`src/design/umdt_pkg.sv`:
```
package umdt_pkg;

    localparam int CELLS     = 65536;
    localparam int SLOTS     = 9;
    localparam int CELL_AW   = $clog2(CELLS);
    localparam int NB_DEPTH  = CELLS * SLOTS;
    localparam int NB_AW     = $clog2(NB_DEPTH);
    localparam int CFG_IDX_W = 1;
    localparam int CFG_W     = 32;

    localparam logic [CFG_IDX_W-1:0] REG_NO_DATA   = CFG_IDX_W'(0);
    localparam logic [CFG_IDX_W-1:0] REG_MAX_STEPS = CFG_IDX_W'(1);

    localparam logic signed [31:0] NO_DATA_RESET   = -32'sd9999;
    localparam logic [15:0]        MAX_STEPS_RESET = 16'hFFFF;

    typedef enum logic [1:0] {
        CMD_WR_NB  = 2'd0,
        CMD_WR_DIS = 2'd1,
        CMD_WR_GID = 2'd2,
        CMD_TRACE  = 2'd3
    } t_cmd;

    typedef struct packed {
        logic [1:0]         command;
        logic [15:0]        cell_req;
        logic [3:0]         slot;
        logic [15:0]        neighbor_cell;
        logic [31:0]        discharge_value;
        logic signed [31:0] global_value;
    } t_item;

    typedef struct packed {
        logic [15:0]        source_cell;
        logic signed [31:0] source_global_id;
        logic               id_found;
        logic               step_limit_hit;
    } t_result;

    typedef struct packed {
        logic               item_wr;
        logic               load;
        logic               base;
        logic               issue;
        logic [3:0]         slot;
        logic               move;
        logic               limit;
        logic               lookup;
        logic               emit;
        logic               clr_wr;
        logic [CELL_AW-1:0] clr_addr;
    } t_ctl;

    typedef struct packed {
        logic cur_ok;
        logic moves;
        logic at_limit;
    } t_sts;

    function automatic logic cell_ok(input logic [15:0] c);
        return (c != 16'd0) && (int'(c) <= CELLS);
    endfunction

endpackage

```
`src/design/umdt_ctrl.sv`:
```
module umdt_ctrl (
    input  logic           i_clk,
    input  logic           i_rst_n,
    input  logic           i_start,
    input  logic [1:0]     i_command,
    input  umdt_pkg::t_sts i_sts,
    output umdt_pkg::t_ctl o_ctl,
    output logic           o_busy
);
    import umdt_pkg::*;

    typedef enum logic [7:0] {
        ST_CLEAR  = 8'b0000_0001,
        ST_IDLE   = 8'b0000_0010,
        ST_BASE   = 8'b0000_0100,
        ST_SCAN   = 8'b0000_1000,
        ST_DRAIN  = 8'b0001_0000,
        ST_DECIDE = 8'b0010_0000,
        ST_LOOKUP = 8'b0100_0000,
        ST_RESULT = 8'b1000_0000
    } t_state;

    t_state             r_state, n_state;
    logic [CELL_AW-1:0] r_cnt, n_cnt;

    always_comb begin
        n_state = r_state;
        n_cnt   = r_cnt;
        o_ctl   = '0;
        o_ctl.slot     = r_cnt[3:0];
        o_ctl.clr_addr = r_cnt;
        case (r_state)
            ST_CLEAR: begin
                o_ctl.clr_wr = 1'b1;
                n_cnt        = r_cnt + CELL_AW'(1);
                if (r_cnt == CELL_AW'(CELLS - 1)) begin
                    n_state = ST_IDLE;
                    n_cnt   = '0;
                end
            end
            ST_IDLE: begin
                if (i_start) begin
                    if (i_command == CMD_TRACE) begin
                        o_ctl.load = 1'b1;
                        n_state    = ST_BASE;
                    end else begin
                        o_ctl.item_wr = 1'b1;
                    end
                end
            end
            ST_BASE: begin
                if (!i_sts.cur_ok) begin
                    n_state = ST_LOOKUP;
                end else begin
                    o_ctl.base = 1'b1;
                    n_cnt      = '0;
                    n_state    = ST_SCAN;
                end
            end
            ST_SCAN: begin
                o_ctl.issue = 1'b1;
                n_cnt       = r_cnt + CELL_AW'(1);
                if (r_cnt == CELL_AW'(SLOTS - 1)) begin
                    n_cnt   = '0;
                    n_state = ST_DRAIN;
                end
            end
            ST_DRAIN: begin
                n_cnt = r_cnt + CELL_AW'(1);
                if (r_cnt == CELL_AW'(1)) begin
                    n_cnt   = '0;
                    n_state = ST_DECIDE;
                end
            end
            ST_DECIDE: begin
                if (!i_sts.moves) begin
                    n_state = ST_LOOKUP;
                end else if (i_sts.at_limit) begin
                    o_ctl.limit = 1'b1;
                    n_state     = ST_LOOKUP;
                end else begin
                    o_ctl.move = 1'b1;
                    n_state    = ST_BASE;
                end
            end
            ST_LOOKUP: begin
                o_ctl.lookup = 1'b1;
                n_state      = ST_RESULT;
            end
            ST_RESULT: begin
                o_ctl.emit = 1'b1;
                n_state    = ST_IDLE;
            end
            default: begin
                n_state = ST_IDLE;
                n_cnt   = '0;
            end
        endcase
    end

    always_ff @(posedge i_clk) begin
        if (!i_rst_n) begin
            r_state <= ST_CLEAR;
            r_cnt   <= '0;
        end else begin
            r_state <= n_state;
            r_cnt   <= n_cnt;
        end
    end

    assign o_busy = (r_state != ST_IDLE);

endmodule

```
`config.mk`:
```
export PLATFORM = sky130hd
export DESIGN_NAME = umdt_ctrl
export DESIGN_NICKNAME = d
export VERILOG_FILES = /design/src/design/umdt_pkg.sv /design/src/design/umdt_ctrl.sv
export SDC_FILE = /design/constraint.sdc
export NUM_CORES = 1
export LEC_CHECK = 0
export BUFFER_PORTS_ARGS = -buffer_cell sky130_fd_sc_hd__buf_2
export CORE_MARGIN = 2
export CORE_UTILIZATION = 59
export CTS_BUF_LIST = sky130_fd_sc_hd__clkbuf_4
export CTS_CLUSTER_DIAMETER = 200
export DETAILED_ROUTE_END_ITERATION = 8
export PLACE_DENSITY_LB_ADDON = 0.1
export RECOVER_POWER = 25
export SYNTH_ARGS = -nofsm -noshare
export SYNTH_HDL_FRONTEND = slang
export SYNTH_SLANG_ARGS = --single-unit
```
`constraint.sdc`:
```
create_clock -name i_clk -period 2.6 [get_ports i_clk]
set_clock_uncertainty 0.05 [all_clocks]
set_input_delay 0 -clock i_clk [delete_from_list [all_inputs] [get_ports i_clk]]
set_output_delay 0 -clock i_clk [all_outputs]
set_load 0.02 [all_outputs]
```
==> flow_metrics.py <==
metrics = {
    "critical_path": {
        "crit_path_end_kind": "flop",
        "crit_chain": "ha_1 > nand3_1 > nor2_1 > a31o_2 > a31oi_2 > a21oi_1 > mux2i_1",
        "critPathMaxStageDelay_ns": 0.49,
        "critPathKind": "reg2reg",
        "startpoint_type": "flop",
        "crit_fanout": 9,
        "critPathRequiredTime_ns": 2.78,
        "crit_buf_inv": 0,
        "arrival_ns": 2.33,
        "reg2regPathDepth": 7,
        "crit_cells": 7,
        "slowest_stage": "dfxtp_1",
        "cp_top_family": "compound AO/OA/AOI/OAI gates",
    },
    "pwr": {
        "ir_drop_mv": 0.3959,
        "p_leak_nw": 0.6583,
        "total_power_w": 0.0007143,
        "powerDensity_nw_per_um2": 412.8,
    },
    "clocking": {
        "post_cts_resized": 0,
        "cts_inserted_buffers": 3,
        "numClockSinks": 24,
        "post_cts_buffers": 0,
        "clk_latency_ns": 0.33,
        "clock-root-buffer": "clkbuf_4",
        "clock_path_buffers": 2,
        "clkTransAtPathRegs_ns": 0.14,
        "htreeDepth": 1,
        "holdBufCountCts": 3,
        "tritoncts": "built",
    },
    "floorplan": {
        "ios": 38,
        "fp-row-count": 18,
        "fp.dieH_um": 54.72,
        "dieArea_sq_um": 2994,
        "die_w_um": 54.72,
        "core_area_sq_um": 2455,
        "start_util_pct": 61.82,
    },
    "sta": {
        "fin_hold_ws_ns": 0.003380,
        "setup_viol": 0,
        "rsz0062_at_grt": "false",
        "worst_slew_pin_slew_ns": 0.5023,
        "clock.fmax_ghz": 0.4655,
        "final_max_slew_viol_count": 0,
        "post-route-period-util_pct": 82.63,
        "fin_tns_setup_ns": 0,
        "finalHoldViolations": 0,
        "finalCriticalPeriod_ns": 2.148,
        "slew_headroom_pct": 66.40,
    },
    "yosys": {
        "avgSynthCellArea_sq_um": 7.627,
        "synth_compound_area_share_pct": 18.38,
        "yosys.area.top_type": "dfxtp_1",
        "synth_common_cells": "dfxtp_1, nand2_1, inv_1",
        "synth.distinct_cells": 47,
        "syn_area_sq_um": 1518,
        "syn_inst": 199,
        "yosysSeqAreaShare_pct": 31.66,
        "ys.flop_type": "dfxtp_1",
        "synthSimpleGateAreaFrac_pct": 37.84,
        "synth_edf_count": 0,
        "synthXorXnorAreaFrac_pct": 1.731,
        "ys_warn_count": 0,
        "synthTopCellsByArea": "dfxtp_1, nand2_1, nand3_1",
        "synthesis.nets": 210,
        "synth.top_cell.area_share_pct": 31.66,
        "yosys_register_bits": 24,
        "synth_top_family_by_area": "simple AND/OR/NAND/NOR gates",
        "post_synth_fa_ha_maj_area_fraction_pct": 2.473,
        "synth_async_sr_flop_share_pct": 0,
        "synthMuxAreaShare_pct": 0.6595,
    },
    "run_status": {
        "outcome": "finished, final reports clean",
    },
    "final_layout": {
        "fin_nets": 249,
        "diodes": 0,
        "final_cell_area_sq_um": 1730,
        "multiInputGateArea_sq_um": 927.1,
        "nFillCells": 222,
        "area_growth_pct": 14.01,
        "fin_cells": 266,
        "drive_gt1_share_pct": 17.80,
        "seq_area_sq_um": 480.5,
    },
    "grt": {
        "grt_start_max_net_pins": 13,
        "grt_pass1_wl_um": 6099,
        "grt_pass1_vias": 1392,
        "grt_util_all_layers_pct": 28.27,
        "antenna_found_initial": 0,
        "overflow": 0,
    },
    "hold_path": {
        "hold_path_class": "in2reg",
        "holdPathStages": 4,
    },
    "place": {
        "portBuffers": 37,
        "routabilityCongestion": 0.8680,
        "dp_cells": 260,
        "dpl-instance-area_sq_um": 1694,
        "hpwl_um": 2955,
    },
    "job": {
        "drv_cap": 0,
    },
    "routing": {
        "first_iter_violations": 52,
        "wirelength_um": 3879,
        "vias": 1600,
        "dr.pass1.iters": 4,
        "wl_per_cell_um": 14.58,
        "via_per_inst": 6.015,
        "antenna_left": 0,
        "drc": 0,
    },
}
[cell usage in the layout, fill, tap and decap left out, drive strengths merged, types with 7 or more instances in the layout]
cell | netlist | routed
nand3 | 13 | 13
dfxtp | 24 | 24
buf | 6 | 24
or3 | 7 | 7
and3 | 8 | 8
clkbuf | 0 | 16
nand4 | 8 | 8
nor2 | 14 | 14
inv | 16 | 16
nor3 | 9 | 9
nand2 | 24 | 24
o21ai | 13 | 13
a21oi | 12 | 12
[registers in the layout, indices dropped and copies added, names as in the netlist]
| name | flops |
|---|---|
| r_cnt | 16 |
| r_state | 8 |
[cell families after synthesis]
logic type | count (synthesis)
DFF | 24
buffers and inverters | 23
adders and majority gates | 3
AOI/OAI and AO/OA | 42
xor gates and xnor gates | 3
muxes | 1
and+or+nand+nor | 103
[worst register-to-register path, delay by kind of cell, from the launching register on]
family | cells | cell delay (ns)
AO/OA/AOI/OAI | 3 | 0.75
adder cells (fa/ha/maj) | 1 | 0.25
flip-flops | 1 | 0.49
multiplexers | 1 | 0.10
AND/OR/NAND/NOR | 2 | 0.41
[report_power, final]
group	internal, W	total (W)	leakage [nW]	switching (W)
Sequential	0.000377	0.000392	0.194	0.0000153
Combinational	0.0000559	0.000148	0.450	0.0000918
Clock	0.0000544	0.000175	0.0138	0.000120
[routing by layer]
| layer | vias to the layer above | share of wire [%] | track usage (%) |
|---|---|---|---|
| met2 | 68 | 52 | 50.00 |
| met5 | - | 0 | 0 |
| met1 | 734 | 40 | 33.33 |
| met4 | 0 | 2.2 | 12.50 |
| li1 | 787 | - | - |
| met3 | 11 | 6.5 | 4.098 |
[layout make-up]
cell class                 count  share of cell area [%]
multi-input combinational    152                   53.58
sequential                    24                   27.77
timing repair buffer          40                   11.50
inverter                      17                   3.688
tap                           30                   2.169
clock buffer                   3                   1.302
[path summary, 6_finish.rpt]
kind / startpoint / end / slack (ns)
worst min-delay path: i_sts[1] / r_state[6]$_SDFFE_PN0P_ / 0.003
worst min register to register: r_cnt[14]$_SDFFE_PN0P_ / r_cnt[14]$_SDFFE_PN0P_ / 0.49
worst max-delay path: r_cnt[0]$_SDFFE_PN0P_ / r_cnt[2]$_SDFFE_PN0P_ / 0.45
worst max register to register: r_cnt[0]$_SDFFE_PN0P_ / r_cnt[2]$_SDFFE_PN0P_ / 0.45
[per-stage QoR]
step | setup WS [ns] | util [%]
detailed placement | 0.5218 | 69.01
floorplan | 0.7040 | -
global route | 0.3056 | 70.49
global placement | 0.6078 | 69.01
CTS | 0.4912 | 71.15
finish | 0.4515 | 70.49
(Power assumes the default switching activity.)
